`src/tlam_pkg.sv`:
```
// Shared types, constants and the sine table builder for the tremolo block.
package tlam_pkg;

  localparam int SAMPLE_BITS   = 24;
  localparam int SINE_DEPTH    = 1024;
  localparam int SINE_IDX_BITS = $clog2(SINE_DEPTH);
  localparam int LFO_BITS      = 17;
  localparam int DEPTH_BITS    = 17;
  localparam int GAIN_BITS     = 33;
  localparam int PROD_BITS     = SAMPLE_BITS + GAIN_BITS;
  localparam int CFG_DATA_BITS = 32;

  localparam logic [LFO_BITS-1:0]   FULL_Q16  = LFO_BITS'(65536);
  localparam logic [LFO_BITS-1:0]   HALF_Q16  = LFO_BITS'(32768);
  localparam logic [GAIN_BITS-1:0]  FULL_GAIN = GAIN_BITS'(64'h1_0000_0000);
  localparam logic [31:0]           EDGE_FALL = 32'd2061584302;
  localparam logic [31:0]           EDGE_RISE = 32'd4209067950;
  localparam logic [31:0]           QUARTER   = 32'h4000_0000;
  localparam logic [31:0]           THREE_Q   = 32'hC000_0000;
  localparam logic [31:0]           HALF_TURN = 32'h8000_0000;

  localparam logic [63:0] PI_Q30      = 64'd3373259426;
  localparam logic [63:0] HALF_PI_Q30 = 64'd1686629713;
  localparam logic [63:0] TWO_PI_Q30  = 64'd6746518852;

  typedef enum logic [1:0] {
    SHAPE_TRIANGLE = 2'd0,
    SHAPE_SQUARE   = 2'd1,
    SHAPE_SLOPED   = 2'd2,
    SHAPE_SINE     = 2'd3
  } shape_t;

  typedef enum logic [1:0] {
    REG_SHAPE = 2'd0,
    REG_DEPTH = 2'd1,
    REG_STEP  = 2'd2,
    REG_NONE  = 2'd3
  } reg_index_t;

  typedef logic [SINE_DEPTH-1:0][LFO_BITS-1:0] sine_rom_t;

  typedef struct packed {
    logic        en;
    logic        advance;
    shape_t      shape;
    logic [31:0] step;
  } lfo_ctrl_t;

  // One entry of 0.5 + 0.5 sin, Taylor series in Q30 folded to the first quadrant.
  function automatic logic [LFO_BITS-1:0] sine_entry(input int unsigned k);
    logic [63:0]        x;
    logic [63:0]        term;
    logic [63:0]        mag;
    logic signed [63:0] sum;
    logic               neg;
    x   = (64'(k) * TWO_PI_Q30) / 64'(SINE_DEPTH);
    neg = 1'b0;
    if (x >= PI_Q30) begin
      x   = x - PI_Q30;
      neg = 1'b1;
    end
    if (x > HALF_PI_Q30) begin
      x = PI_Q30 - x;
    end
    term = x;
    sum  = $signed(x);
    for (int n = 1; n <= 7; n++) begin
      term = (((term * x) >> 30) * x) >> 30;
      term = term / 64'((2 * n) * (2 * n + 1));
      if (n % 2 == 1) begin
        sum = sum - $signed(term);
      end else begin
        sum = sum + $signed(term);
      end
    end
    if (sum < 0) begin
      sum = 0;
    end
    mag = (64'(sum) + 64'd16384) >> 15;
    if (mag > 64'd32768) begin
      mag = 64'd32768;
    end
    return neg ? LFO_BITS'(64'd32768 - mag) : LFO_BITS'(64'd32768 + mag);
  endfunction

  function automatic sine_rom_t build_sine_rom();
    sine_rom_t rom;
    for (int k = 0; k < SINE_DEPTH; k++) begin
      rom[k] = sine_entry(k);
    end
    return rom;
  endfunction

endpackage

```
`src/tlam_lane.sv`:
```
// One channel lane: magnitude, gain multiply, rounding and saturation.
module tlam_lane import tlam_pkg::*; (
  input  logic                          clk,
  input  logic                          en,
  input  logic signed [SAMPLE_BITS-1:0] sample,
  input  logic [GAIN_BITS-1:0]          gain,
  output logic signed [SAMPLE_BITS-1:0] result
);

  localparam logic [SAMPLE_BITS:0] SAT_NEG = (SAMPLE_BITS+1)'(1) << (SAMPLE_BITS - 1);
  localparam logic [SAMPLE_BITS:0] SAT_POS = SAT_NEG - (SAMPLE_BITS+1)'(1);

  logic [SAMPLE_BITS-1:0] mag;
  logic [GAIN_BITS-1:0]   gain_r;
  logic                   neg;
  logic [PROD_BITS-1:0]   prod;
  logic                   neg_p;
  logic [PROD_BITS-1:0]   rounded;
  logic [SAMPLE_BITS:0]   r;
  logic [SAMPLE_BITS:0]   r_sat;

  always_ff @(posedge clk) begin
    if (en) begin
      neg    <= sample[SAMPLE_BITS-1];
      // Negating the most negative code gives its own pattern, the right magnitude.
      mag    <= sample[SAMPLE_BITS-1] ? SAMPLE_BITS'(-sample) : SAMPLE_BITS'(sample);
      gain_r <= gain;
      prod   <= PROD_BITS'(mag) * PROD_BITS'(gain_r);
      neg_p  <= neg;
    end
  end

  always_comb begin
    rounded = prod + (PROD_BITS'(1) << 31);
    r       = rounded[PROD_BITS-1:32];
    if (neg_p) begin
      r_sat  = (r > SAT_NEG) ? SAT_NEG : r;
      result = SAMPLE_BITS'(-r_sat);
    end else begin
      r_sat  = (r > SAT_POS) ? SAT_POS : r;
      result = SAMPLE_BITS'(r_sat);
    end
  end

endmodule

```
`config.mk`:
```
export PLATFORM = sky130hd
export DESIGN_NAME = tlam_lane
export DESIGN_NICKNAME = d
export VERILOG_FILES = /design/src/tlam_pkg.sv /design/src/tlam_lane.sv
export SDC_FILE = /design/constraint.sdc
export NUM_CORES = 2
export LEC_CHECK = 0
export ABC_CLOCK_PERIOD_IN_PS = 8640
export BUFFER_PORTS_ARGS = -buffer_cell sky130_fd_sc_hd__buf_2
export CORE_ASPECT_RATIO = 0.7
export CORE_MARGIN = 1.5
export CORE_UTILIZATION = 25
export DETAILED_ROUTE_END_ITERATION = 10
export GPL_TIMING_DRIVEN = 0
export PLACE_DENSITY_LB_ADDON = 0.08
export SLEW_MARGIN = 20
export SYNTH_ARGS = -nofsm -noshare
export SYNTH_HDL_FRONTEND = slang
export SYNTH_SLANG_ARGS = --single-unit
```
`constraint.sdc`:
```
create_clock -name clk -period 8.64 [get_ports clk]
set_clock_uncertainty 0.05 [all_clocks]
set_input_delay 1.296 -clock clk [delete_from_list [all_inputs] [get_ports clk]]
set_output_delay 1.296 -clock clk [all_outputs]
set_load 0.05 [all_outputs]
```
==> metrics.txt <==
Inserted Clock Buffers=9; Clock Tree Root=clkbuf_16; Worst slew margin=34.7%; final WL=128000 um; Die Height=288 um; initial antenna violation count=18; sequential fraction of the synthesis area=8.77%; gr ovfl total=0; Post-synth EDFFs=85; 1st-pass router iterations=5; main flop type after synthesis=edfxtp_1; status=finished clean; max cap viols=0; WS Path Type=reg2reg; Synth cell types=72; setup TNS=0 ns; Die Footprint=119000 um^2; clk buf depth=2; hold_sp=neg; worst slew pin tran=0.980 ns; synth warn=0; Clock Latency Late Sink=0.44 ns; Final Hold Viols=0; Final Non-Filler Cells=4823; pin count of the biggest net entering global routing=46; maximum level of the CTS H-tree=3; vias in the first global route=23000; r2r setup slk=0.05 ns; layout cells sized above 1=9.41%; Residual DRC=0; hold-critical path depth=0; required time worst endpoint=8.74 ns; initial core utilization=25.3%; Std-Cell Core Area=115000 um^2; CP Launch Type=flop; critical path arrival=8.69 ns; FF+latch count, synth=85; GPL Wtd Cong=0.905; DR vias=21700; first-pass GRT wire length=179000 um; Clock Sinks=85; Avg WL per Cell=26.5 um; hold path endpoint=neg_p; Final ANT Viol Nets=0; synthesized cell area=29100 um^2; drt initial violations=1752; Hold Crit Class=reg2reg; mean post-synth cell area=9.28 um^2; dpl cells=4760; Max Slew Vio Count=0; fraction of registers with async set/reset=0%; most frequent cell after synthesis=inv_1; post-DP HPWL=106000 um; die span in x=411 um; top cells by count, synth=707 x inv_1, 679 x fa_1, 453 x nand2_1; hold_buf cts=0; row count=104; critical path capture point type=flop; CTS tree=built; I/O pin cnt=83; GRT Resource Usage Total=22.0%; crit path max fanout=10; worst reg2reg startpoint=gain_r[8]; Layout area overhead=12.1%; Mapped Cells=3137; Final period util=99.4%; crit path time final=8.59 ns; endpoints failing setup=0; setup slack at placement=-1.71 ns; Synthesized Nets=4057; PortBufs=82; DR vias/cell=4.51; final setup margin=0.0485 ns; Synth area leader=fa_1; capturing point of the worst reg2reg path=prod[45]; largest cells by area after synthesis=fa_1 47%, inv_1 9.1%, edfxtp_1 8.8%; fmax=116 MHz; R2R cell count=24; Nets=4198; clock transition at the registers of the reported paths=0.09 ns; post-synth top area share=46.7%
-- layout by cell type (no fill, tap or decap), types with 7 or more instances in the layout --
master,Yosys,layout
a211oi_1,7,7
a21o_1,24,23
a21oi_1,47,45
a22oi_1,9,9
a31oi_1,12,11
and2_1,403,403
and3_1,11,11
buf_12,0,10
buf_2,6,98
buf_4,0,40
clkbuf_1,155,35
clkbuf_16,0,9
clkbuf_2,0,83
clkbuf_4,0,22
edfxtp_1,85,85
fa_1,679,678
ha_1,182,181
inv_1,707,707
nand2_1,453,452
nand2b_1,11,11
nand3_1,22,22
nand4_1,18,18
nor2_1,33,33
nor2b_1,10,10
nor3_1,21,19
o21ai_0,40,40
o21ai_1,7,7
o31ai_1,10,9
or3_1,7,7
or4_1,7,7
xnor2_1,55,54
xor2_1,24,22
-- how the worst max path moves through the flow --
stage | start | end | slack (ns) | depth (start not counted)
5_1_grt | gain_r[17] | prod[45] | -0.004 | 25
2_1_floorplan | mag[3] | prod[42] | 1.76 | 24
3_5_place_dp | mag[1] | prod[42] | -1.71 | 24
4_1_cts | mag[11] | prod[44] | 0.008 | 26
6_report | gain_r[8] | prod[45] | 0.05 | 24
3_3_place_gp | mag[1] | prod[45] | -2.66 | 23
-- kinds of logic (layout without fill, tap and decap cells) --
family,Yosys count,in the layout,share of synthesized area (%)
flops,85,85,8.77
xor+xnor,79,79,2.38
buf+inv,870,1016,11.3
simple gates,1025,1025,18.0
compound gates,212,212,4.89
mux,5,5,0.176
fa+ha+maj,861,861,54.5
other cells,0,3,0
-- worst max-delay path: stages (launching register included) --
cell and delay, ns:
edfxtp_1 0.62, clkbuf_2 0.39, and2_1 0.28, fa_1 0.55, inv_1 0.07, fa_1 0.50, inv_1 0.06, fa_1 0.48
fa_1 0.67, fa_1 0.47, fa_1 0.49, inv_1 0.05, fa_1 0.48, inv_1 0.04, ha_1 0.30, nand2_2 0.37
o22ai_1 0.22, a2111oi_1 0.60, a311oi_2 0.16, buf_4 0.23, o21bai_1 0.29, a21boi_4 0.15, or2_2 0.34, a21o_1 0.22
xor2_2 0.18
-- flip-flops by register name (all words and copies together) (netlist names) --
name	count
gain_r	33
prod	26
mag	24
neg	1
neg_p	1
-- per-layer routing --
metal	global-route usage [%]	wire, um	up-vias
met5	0	0	-
met4	2.85	1410	0
met3	6.97	12400	47
met2	27.8	46400	714
met1	35.7	67500	11300
li1	-	-	9638
-- cell type report --
type                       instances  area (um^2)
timing repair buffer             134          960
clock buffer                       9          225
buffer                           159          812
multi-input combinational       2182        23400
sequential                        85         2550
clock inverter                     7         82.6
antenna                            3         7.51
fill                           12500        82500
tap                             1537         1920
inverter                         707         2650
-- stage by stage --
stage               hold slack (ns)  util [%]  instance area, um^2
floorplan                     0.350         -                29100
global placement              0.357      27.3                31400
detailed placement            0.358      27.4                31500
CTS                           0.379      28.1                32400
global route                  0.412      28.3                32600
finish                        0.375      28.3                32600
-- timing repair --
action                                  in CTS  in global routing
pin swaps                                    3                  6
endpoints found under the setup margin      26                 16
setup buffers                               31                 17
gates resized for setup                    124                 76
Power is left out: the tool's default activity adds up to more than one toggle a clock period on the data nets, which glitch-free logic cannot reach.
